==> src/design/pct_pkg.sv <==
package pct_pkg;

  localparam int SLOT_COUNT_DEF = 32;
  localparam int TAG_WIDTH_DEF  = 16;
  localparam int MAX_RESULTS    = 64;
  localparam int RES_CNT_W      = $clog2(MAX_RESULTS + 1);
  localparam int ELAPSED_W      = 48;
  localparam int CFG_W          = 16;
  localparam int CFG_IDX_W      = 2;
  localparam int IN_DATA_W      = 208;
  localparam int IN_USED_W      = 202;
  localparam int OUT_DATA_W     = 128;

  localparam logic [2:0] A_REGISTER = 3'd0;
  localparam logic [2:0] A_RESERVE  = 3'd1;
  localparam logic [2:0] A_COMMIT   = 3'd2;
  localparam logic [2:0] A_RELEASE  = 3'd3;
  localparam logic [2:0] A_REPORT   = 3'd4;
  localparam logic [2:0] A_DEFAULT  = 3'd5;
  localparam logic [2:0] A_TICK     = 3'd6;

  localparam logic [1:0] K_REPLY = 2'd0;
  localparam logic [1:0] K_EVENT = 2'd1;
  localparam logic [1:0] K_PROBE = 2'd2;

  localparam logic [1:0] ST_COMPLETED = 2'd0;
  localparam logic [1:0] ST_DELIVERED = 2'd1;
  localparam logic [1:0] ST_FAILED    = 2'd2;
  localparam logic [1:0] ST_TIMEOUT   = 2'd3;

  localparam logic [2:0] VT_U8   = 3'd0;
  localparam logic [2:0] VT_U16  = 3'd1;
  localparam logic [2:0] VT_U32  = 3'd2;
  localparam logic [2:0] VT_BOOL = 3'd4;
  localparam logic [2:0] VT_S16  = 3'd5;

  localparam logic [CFG_IDX_W-1:0] CFG_PROBE_FIRST = 2'd0;
  localparam logic [CFG_IDX_W-1:0] CFG_PROBE_RETRY = 2'd1;
  localparam logic [CFG_IDX_W-1:0] CFG_SWEEP       = 2'd2;

  localparam logic [CFG_W-1:0] PROBE_FIRST_RST = 16'd400;
  localparam logic [CFG_W-1:0] PROBE_RETRY_RST = 16'd1500;
  localparam logic [CFG_W-1:0] SWEEP_RST       = 16'd1000;

  localparam logic [15:0] ANY_ATTR      = 16'hFFFF;
  localparam logic [15:0] CL_COLOUR     = 16'h0300;
  localparam logic [15:0] ATTR_COLOUR_X = 16'h0008;
  localparam logic [15:0] ATTR_DEFAULT  = 16'h0000;

  typedef struct packed {
    logic [1:0]  kind;
    logic [15:0] attr;
    logic [15:0] cluster;
    logic [7:0]  endpoint;
    logic [63:0] device;
    logic [15:0] tag;
    logic [4:0]  slot;
    logic        ok;
    logic [1:0]  status;
  } res_t;

  function automatic logic [31:0] extract_value(input logic [31:0] raw,
                                                input logic [2:0] vt);
    logic [31:0] v;
    case (vt)
      VT_U8:   v = {24'd0, raw[7:0]};
      VT_U16:  v = {16'd0, raw[15:0]};
      VT_U32:  v = raw;
      VT_BOOL: v = {31'd0, (raw[7:0] != 8'd0)};
      VT_S16:  v = {{16{raw[15]}}, raw[15:0]};
      default: v = '0;
    endcase
    return v;
  endfunction

endpackage

==> src/design/pct_mod.sv <==
module pct_mod #(
  parameter int NUM_W = pct_pkg::ELAPSED_W,
  parameter int DEN_W = pct_pkg::CFG_W
) (
  input  logic             clk,
  input  logic             rst,
  input  logic             start,
  input  logic [NUM_W-1:0] num,
  input  logic [DEN_W-1:0] den,
  output logic             done,
  output logic             rem_zero
);

  localparam int CNT_W = $clog2(NUM_W);
  localparam logic [CNT_W-1:0] LAST_STEP = CNT_W'(NUM_W - 1);

  logic             busy;
  logic [CNT_W-1:0] cnt;
  logic [NUM_W-1:0] num_sh;
  logic [DEN_W-1:0] den_r;
  logic [DEN_W-1:0] rem;
  logic [DEN_W:0]   trial;
  logic             ge;

  // one quotient bit a cycle, restoring
  assign trial    = {rem, num_sh[NUM_W-1]};
  assign ge       = trial >= {1'b0, den_r};
  assign rem_zero = (rem == '0);

  always_ff @(posedge clk) begin
    if (rst) begin
      busy <= 1'b0;
      done <= 1'b0;
      cnt  <= '0;
    end else begin
      if (start) begin
        busy   <= 1'b1;
        done   <= 1'b0;
        cnt    <= '0;
        num_sh <= num;
        den_r  <= den;
        rem    <= '0;
      end else if (busy) begin
        rem    <= ge ? DEN_W'(trial - {1'b0, den_r}) : DEN_W'(trial);
        num_sh <= {num_sh[NUM_W-2:0], 1'b0};
        cnt    <= cnt + 1'b1;
        done   <= (cnt == LAST_STEP);
        if (cnt == LAST_STEP) begin
          busy <= 1'b0;
        end
      end else begin
        done <= 1'b0;
      end
    end
  end

endmodule

==> config.mk <==
export PLATFORM = sky130hd
export DESIGN_NAME = pct_mod
export DESIGN_NICKNAME = d
export VERILOG_FILES = /design/src/design/pct_pkg.sv /design/src/design/pct_mod.sv
export SDC_FILE = /design/constraint.sdc
export NUM_CORES = 1
export LEC_CHECK = 0
export ABC_AREA = 1
export BUFFER_PORTS_ARGS = -buffer_cell sky130_fd_sc_hd__buf_2
export CAP_MARGIN = 20
export CELL_PAD_IN_SITES_DETAIL_PLACEMENT = 2
export CELL_PAD_IN_SITES_GLOBAL_PLACEMENT = 2
export CORE_MARGIN = 1
export CORE_UTILIZATION = 34
export DETAILED_ROUTE_END_ITERATION = 7
export GPL_ROUTABILITY_DRIVEN = 0
export PLACE_DENSITY = 0.86
export SLEW_MARGIN = 30
export SYNTH_ARGS = -nofsm -noshare
export SYNTH_HDL_FRONTEND = slang
export SYNTH_SLANG_ARGS = --single-unit
==> constraint.sdc <==
create_clock -name clk -period 7.3 [get_ports clk]
set_input_delay 0.73 -clock clk [delete_from_list [all_inputs] [get_ports clk]]
set_output_delay 0.73 -clock clk [all_outputs]
set_load 0.05 [all_outputs]
; Word-level counts from Yosys, hierarchy flattened
; Cells that the tools add are included.
[word_totals]
register_bits = 88
output_inout_bits = 2
wordCells = 25
[classes]
add_sub_neg = 2
order_cmp = 1
eq_ne = 1
muxes = 7
bitwise = 2
n_reduce_logical = 6
[ops]
columns = operator, n
row1 = 2-to-1 mux 48 bit, 2
row2 = 2-to-1 mux 16 bit, 2
row3 = greater-or-equal comparator 17 x 16 -> 1 bit, 1
row4 = zero test 16 bit, 1
row5 = subtractor 16 bit, 1
row6 = "adder 6 x 1 -> 6 bit, second input constant", 1
row7 = "== test 6 bit, second input constant", 1
row8 = AND reduction 2 bit, 2
row9 = 2-to-1 mux 1 bit, 3
row10 = OR reduction 3 bit, 1
row11 = NOT 1 bit, 2
row12 = nonzero test 2 bit, 1
row13 = OR reduction 2 bit, 1

; Logic depth before layout (Yosys ltp)
; Gate-level depths: netlist (run 1).
[depth]
ltp_word = 4
depth_mapped = 14

; Least setup slack after synthesis (run 1)
; No wires, ideal clock.
[synth_timing]
path_kind = input to register
from = input port start
to = register num_sh[0], enable pin
arrival_ps = 5609
required_time_ps = 6723
path_slack_ps = 1115
cell_stages = 3
n_path_buf = 1
cell_sequence = clkbuf_1 inv_2 o21ai_0
[synth_via]
elab_chain_cells = 2
[synth_rtl]
columns = element, line_no
row1 = start: declaration, pct_mod.sv:7  ; input logic start,
row2 = nonzero test 2 bit (no line), --
row3 = AND reduction 2 bit (no line), --
row4 = end signal: assignment, pct_mod.sv:40  ; num_sh <= num;
row5 = end signal: assignment, pct_mod.sv:45  ; num_sh <= {num_sh[NUM_W-2:0], 1'b0};
row6 = end: declaration, pct_mod.sv:19  ; logic [NUM_W-1:0] num_sh;
; Every way passes these cells.
; A chain may end at the register's enable or synchronous reset.

; Worst setup path after layout (run 1)
[layout_timing]
from = input port start
to = register num_sh[36], enable pin
; Same word-level chain as after synthesis.

==> results of run 1 <==
==> synthesized netlist by cell type <==
master | number | area, sq um
buf_12 | 1 | 20.0
a211oi_1 | 1 | 7.51
edfxtp_1 | 80 | 2400
inv_1 | 82 | 308
xnor2_1 | 1 | 8.76
buf_2 | 2 | 10.0
o21a_1 | 1 | 7.51
inv_2 | 3 | 11.3
fa_1 | 1 | 20.0
nand4_1 | 9 | 56.3
or2_2 | 1 | 6.26
nand2_1 | 253 | 950
nor2_4 | 2 | 22.5
and2_1 | 2 | 12.5
a31oi_1 | 1 | 6.26
nor3_1 | 9 | 45.0
xor2_1 | 6 | 52.6
nand3_2 | 1 | 10.0
o21ai_0 | 2 | 10.0
or2_1 | 1 | 6.26
nand2_4 | 2 | 22.5
dfxtp_1 | 8 | 160
nor2_2 | 22 | 138
buf_6 | 2 | 22.5
inv_4 | 1 | 6.26
nor2_1 | 30 | 113
nand3_1 | 30 | 150
nand3b_1 | 1 | 7.51
clkbuf_1 | 11 | 41.3
ha_1 | 17 | 213
nand2_2 | 6 | 37.5
nor3b_1 | 3 | 22.5
a21oi_1 | 9 | 45.0
==> sequential cells by signal, indices dropped and copies added, names as in the netlist <==
register and count:
done 1, num_sh 48, cnt 6, den_r 16, rem 16, busy 1
==> kinds of logic after synthesis <==
group                    count (synthesis)
XOR/XNOR                                 7
flip-flops                              88
adder cells (fa/ha/maj)                 18
AO/OA/AOI/OAI                           14
buffers and inverters                  102
AND/OR/NAND/NOR                        372
==> per-layer routing <==
metal | routed length (um) | up-vias | part of all wire [%] | track usage, %
li1 | - | 2024 | - | -
met1 | 6340 | 2022 | 43 | 25.8
met2 | 7690 | 77 | 52 | 38.5
met3 | 356 | 21 | 2.4 | 2.74
met4 | 390 | 0 | 2.6 | 9.15
met5 | 0 | - | 0 | 0
==> worst max-delay path, stage by stage <==
cell	delay [ps]
buf_2	70
buf_4	430
inv_2	240
o21ai_4	540
buf_4	640
==> layout by cell type (no fill, tap or decap), types with 4 or more instances in the layout <==
cell       instances
inv_1             82
nor2_2            22
clkbuf_16          9
xor2_1             6
nand2_2            6
nand4_1            9
a21oi_1            9
buf_2             68
nand2_1          253
nor3_1             9
dfxtp_1            8
edfxtp_1          80
ha_1              17
nand3_1           30
buf_4              4
nor2_1            30
==> report_power, final <==
group          total [uW]  internal, uW  switching, uW
sequential            632           609           22.4
combinational         358           116            242
clock                 500           309            191
total                1490          1040            455
==> path summary, 6_finish.rpt <==
check | startpoint | endpoint | slack [ps] | depth (start not counted)
setup / recovery | start | num_sh[36]$_DFFE_PP_ | 4560 | 5
hold / removal | num_sh[28]$_DFFE_PP_ | num_sh[29]$_DFFE_PP_ | 520 | 2
setup reg to reg | rem[9]$_SDFFCE_PP0P_ | rem[13]$_SDFFCE_PP0P_ | 4900 | 12
hold reg to reg | num_sh[28]$_DFFE_PP_ | num_sh[29]$_DFFE_PP_ | 520 | 2
==> final cells by class <==
cell class | instances | area share (%)
clock buffer | 13 | 4.33
clock inverter | 3 | 1.13
inverter | 86 | 5.63
multi-input combinational | 411 | 34.3
sequential | 88 | 44.3
tap | 180 | 3.90
timing repair buffer | 72 | 6.41
==> per-stage QoR <==
step | instances | setup slack [ps] | area (sq um) | hold WS [ps]
global route | 853 | 4380 | 5780 | 543
detailed placement | 837 | 4200 | 5460 | 506
floorplan | 601 | 1110 | 4950 | 470
finish | 853 | 4560 | 5780 | 517
global placement | 837 | 4290 | 5460 | 491
CTS | 853 | 4540 | 5780 | 523
==> summary.md, run 1 <==
| Metric | Value |
|---|---|
| Status | completed |
| Syn_nets | 686 |
| Initial antenna violation count | 0 |
| Hold WC Path Type | reg -> reg |
| Post-DP HPWL | 10.6 mm |
| Gr usage total | 21.5% |
| Tmin final | 2740 ps |
| Largest net degree at the start of global routing | 53 |
| Register area | 0.00256 sq mm |
| Post-Syn Area | 0.00495 sq mm |
| PD cells | 258 mW/mm^2 |
| Total grt overflow | 0 |
| Setup violators final | 0 |
| Leak | 0.00283 uW |
| Unrepaired setup endpoints after global routing | no |
| Global-route wire length before repair | 24.0 mm |
| Post-synthesis mux area share | 0% |
| Total power | 1490 uW |
| Synth unique cells | 33 |
| Die H | 123 um |
| Post-Synth XOR/XNOR Area | 1.24% |
| Clock root cell | clkbuf_16 |
| Final core occ | 41.2% |
| Synth Area in Simple Gates | 32.3% |
| Post-Synthesis Cells | 601 |
| Fmax | 365 MHz |
| Syn avg cell area | 8.24 sq um |
| Worst Max-Slew Pin Slew | 916 ps |
| DR vias/cell | 4.86 |
| Post-Route Setup TNS | 0 ps |
| Clock skew | 4.55 ps |
| Worst Path Required | 7280 ps |
| Layout cells sized above 1 | 18.4% |
| Crit end category | flip-flop |
| Main combinational cell family by area after synthesis | simple AND/OR/NAND/NOR gates |
| Initial core utilization | 35.3% |
| Final ANT Viol Nets | 0 |
| Avg WL per Cell | 17.3 um |
| Final Max Slew Viols | 0 |
| Critical path data arrival time | 2720 ps |
| PortBufs | 68 |
| Max_cap viols | 0 |
| Clk buf depth | 2 |
| Seq/Total Area, Yosys | 51.8% |
| Router iterations before antenna repair | 6 |
| Post-cts sizing count | 0 |
| Final Hold Fails | 0 |
| Final nets | 753 |
| Vias in the first global route | 4621 |
| H-tree Lvls | 3 |
| Clk pin slew, worst setup/hold paths | 60 ps |
| DRT iter0 DRCs | 153 |
| Vias post-DR | 4144 |
| #FFs+latches synth | 88 |
| CTS tree | done |
| WS Path Type | in -> reg |
| Post-route DRC | 0 |
| IO Pins | 69 |
| Startpoint types | input port |
| Compound-Gate Fraction of Synth Area | 1.54% |
| Routed WL | 14.8 mm |
| Clk_lat worst skew | 340 ps |
| Setup Buffers After CTS | 0 |
| Area growth, synth to finish | 16.7% |
| Die X | 123 um |
| Die Area | 0.0150 sq mm |
| Std-Cell Rows | 43 |
| FILL cells | 1579 |
| Ant. Diodes | 0 |
| Final Cycle Share | 37.5% |
| Crit Path Max Fanout | 52 |
| Multi-input logic area | 0.00198 sq mm |
| Ys Warns | 0 |
| Hold-fix buffers at CTS | 0 |
| TritonCTS Buffers | 9 |
| Placeable Area | 0.0140 sq mm |
| Post-Synth Adder-Cell Area | 4.70% |
| CTS Sinks | 88 |
| Slew HR | 38.7% |
| Max IR drop VDD | 0.104 mV |
Note: power is estimated with default switching activity, not from simulation.
==> run 2, diff against run 1 <==
- clock period: 7.3 -> 2.7 ns (I/O delays scaled with it)
==> run 2 against run 1 <==
Die area is the same. Routed wire length grew 0.49%. Design area shrank 0.71%. Global-route usage shrank 0.16 points. Utilization shrank 0.29 points. Sequential cell count is the same. Largest cell class unchanged.
==> summary.md, run 2 (synthesis results as in run 1) <==
| Metric | Value |
|---|---|
| PD cells | 665 mW/mm^2 (+160%) |
| CTS Sinks | 88 (unchanged) |
| Hold-fix buffers at CTS | 0 (unchanged) |
| Setup violators final | 0 (unchanged) |
| Avg WL per Cell | 17.4 um (+0.49%) |
| Placed cell count | 838 (+0.12%) |
| Source of the worst hold timing path | den[5] |
| Layout cells sized above 1 | 18.4% (unchanged) |
| FF-to-FF path depth | 10 (-2) |
| Reg power frac | 44.7% (+2.3 points) |
| Largest net degree at the start of global routing | 64 (+21%) |
| H-tree Lvls | 3 (unchanged) |
| Global-route wire length before repair | 24.0 mm (about the same) |
| TritonCTS Buffers | 9 (unchanged) |
| Hold WC Path Type | in -> reg |
| Crit Path Max Fanout | 17 (-67%) |
| Reg with most FFs | num_sh |
| Initial core utilization | 35.3% (unchanged) |
| Reg-to-reg endpoint | rem[15]$_SDFFCE_PP0P_ |
| Area growth, synth to finish | 15.9% |
| Status | completed |
| Post-DP HPWL | 11.4 mm (+7.3%) |
| Critical path data arrival time | 2590 ps (-130 ps) |
| Worst-path cell chain | ha_1, a21oi_1, nor2_1, nor2_1, nand2_1, nor2_4, nand2_4, inv_4, nor2_1, nor2_1 |
| Final nets | 754 (+0.13%) |
| Tmin final | 2400 ps |
| Vias in the first global route | 4686 (+1.4%) |
| Ant. Diodes | 0 (unchanged) |
| Post-cts sizing count | 0 (unchanged) |
| Clock root cell | clkbuf_16 |
| Router iterations before antenna repair | 4 (-2) |
| Post-route DRC | 0 (unchanged) |
| Most frequent cells in the layout | nand2_1, inv_1, edfxtp_1 |
| P_sw | 1240 uW (+170%) |
| Fmax | 417 MHz |
| IO Pins | 69 (unchanged) |
| Max IR drop VDD | 0.377 mV (+260%) |
| Leak | 0.00281 uW (-0.75%) |
| Die X | 123 um (unchanged) |
| Initial antenna violation count | 0 (unchanged) |
| DR vias/cell | 4.86 (about the same) |
| Post-Route Setup TNS | 0 ps (unchanged) |
| Clk pin slew, worst setup/hold paths | 60 ps (about the same) |
| Register area | 0.00256 sq mm (unchanged) |
| Slew HR | 34.3% (-4.4 points) |
| Biggest regs | num_sh (48), den_r (16), rem (16) |
| Vias post-DR | 4146 (+0.048%) |
| Total grt overflow | 0 (unchanged) |
| Die H | 123 um (unchanged) |
| Gr usage total | 21.4% (-0.16 points) |
| Clk buf depth | 2 (unchanged) |
| Startpoint types | flip-flop |
| Family with the most delay on the worst path | simple AND/OR/NAND/NOR gates |
| Max FFs per register | 48 (unchanged) |
| PortBufs | 68 (unchanged) |
| CP dominant cell by count | nor2_1 |
| Clk_lat worst skew | 340 ps (about the same) |
| FILL cells | 1588 (+0.57%) |
| Final Hold Fails | 0 (unchanged) |
| Worst Max-Slew Pin Slew | 981 ps (+65.2 ps) |
| Unrepaired setup endpoints after global routing | no |
| Max_cap viols | 0 (unchanged) |
| CP peak stage delay | 400 ps (-240 ps) |
| Worst Path Buf+Inv | 1 (-3) |
| Die Area | 0.0150 sq mm (unchanged) |
| Std-Cell Rows | 43 (unchanged) |
| Flop-to-flop setup slack | 300 ps (-4600 ps) |
| Placeable Area | 0.0140 sq mm (unchanged) |
| Hold Path Sink | den_r[5]$_DFFE_PP_ |
| WS Path Type | reg -> reg |
| Hold Path Cell Cnt | 1 (-1) |
| Worst Path Required | 2890 ps (-4390 ps) |
| Most common cell after layout, fill and taps aside | nand2_1 |
| Internal | 2580 uW (+150%) |
| Crit end category | flip-flop |
| Switching share of total power | 32.4% (+1.9 points) |
| Final Max Slew Viols | 0 (unchanged) |
| Clock skew | 6.12 ps (+1.57 ps) |
| DRT iter0 DRCs | 177 (+16%) |
| Routed WL | 14.9 mm (+0.49%) |
| CP max stage cell | edfxtp_1 |
| Final Cycle Share | 88.7% |
| Final ANT Viol Nets | 0 (unchanged) |
| Combinational power share | 25.9% (+1.8 points) |
| Setup Buffers After CTS | 0 (unchanged) |
| Final cell count without fillers | 853 (unchanged) |
| CTS tree | done |
| Clock power share | 29.4% (-4.2 points) |
| Multi-input logic area | 0.00198 sq mm (unchanged) |
| Critical R2R Launch | rem[13]$_SDFFCE_PP0P_ |
## run 2: worst max path at each step
stage	slack, ps	depth (start not counted)	from	to
after floorplan	610	3	start	num_sh[0]$_SDFFCE_PN0P_
after global placement	470	12	num_sh[47]$_DFFE_PP_	rem[12]$_SDFFCE_PP0P_
after detailed placement	380	12	num_sh[47]$_DFFE_PP_	rem[12]$_SDFFCE_PP0P_
after CTS	300	12	num_sh[47]$_DFFE_PP_	rem[12]$_SDFFCE_PP0P_
after global routing	150	12	rem[10]$_SDFFCE_PP0P_	rem[15]$_SDFFCE_PP0P_
final	300	10	rem[13]$_SDFFCE_PP0P_	rem[15]$_SDFFCE_PP0P_
## run 2: per-layer routing
layer / routed length, um / global-route usage (%)
met3: 445 / 3.86
met2: 7910 / 39.9
met5: 0 / 0
met4: 314 / 6.40
met1: 6190 / 24.6
## run 2: final cells by class
class                   count  area share (%)
clock buffers              10            3.99
clock inverters             5           0.436
inverters                  86            5.67
multi-input cells         411            34.5
flip-flops and latches     88            44.7
well taps                 180            3.92
repair buffers             73            6.80
## run 2: worst register-to-register path, cell delays in order, from the launching register on
cell and delay [ps]:
edfxtp_1 400, ha_1 360, a21oi_1 250, nor2_1 70, nor2_1 140, nand2_1 110
nor2_4 370, nand2_4 120, inv_4 210, nor2_1 100, nor2_1 110
## run 2: power by group through the flow
stage                     logic [uW]  registers [uW]  clock network [uW]
final                            988            1710                1120
after global routing            1100            1720                1190
after CTS                       1000            1710                1130
after detailed placement         982            1730                   0
after global placement           912            1720                   0
after floorplan                  688            1710                   0
## run 2: per-stage QoR
stage	total power (uW)	hold WS, ps	utilization, %	setup WS, ps	area [sq um]
floorplan	2390	369	-	611	4960
CTS	3840	95.6	40.9	298	5740
finish	3810	106	40.9	304	5740
detailed placement	2720	449	39.1	378	5480
global placement	2630	448	39.1	466	5480
global route	4010	90.7	40.9	154	5740
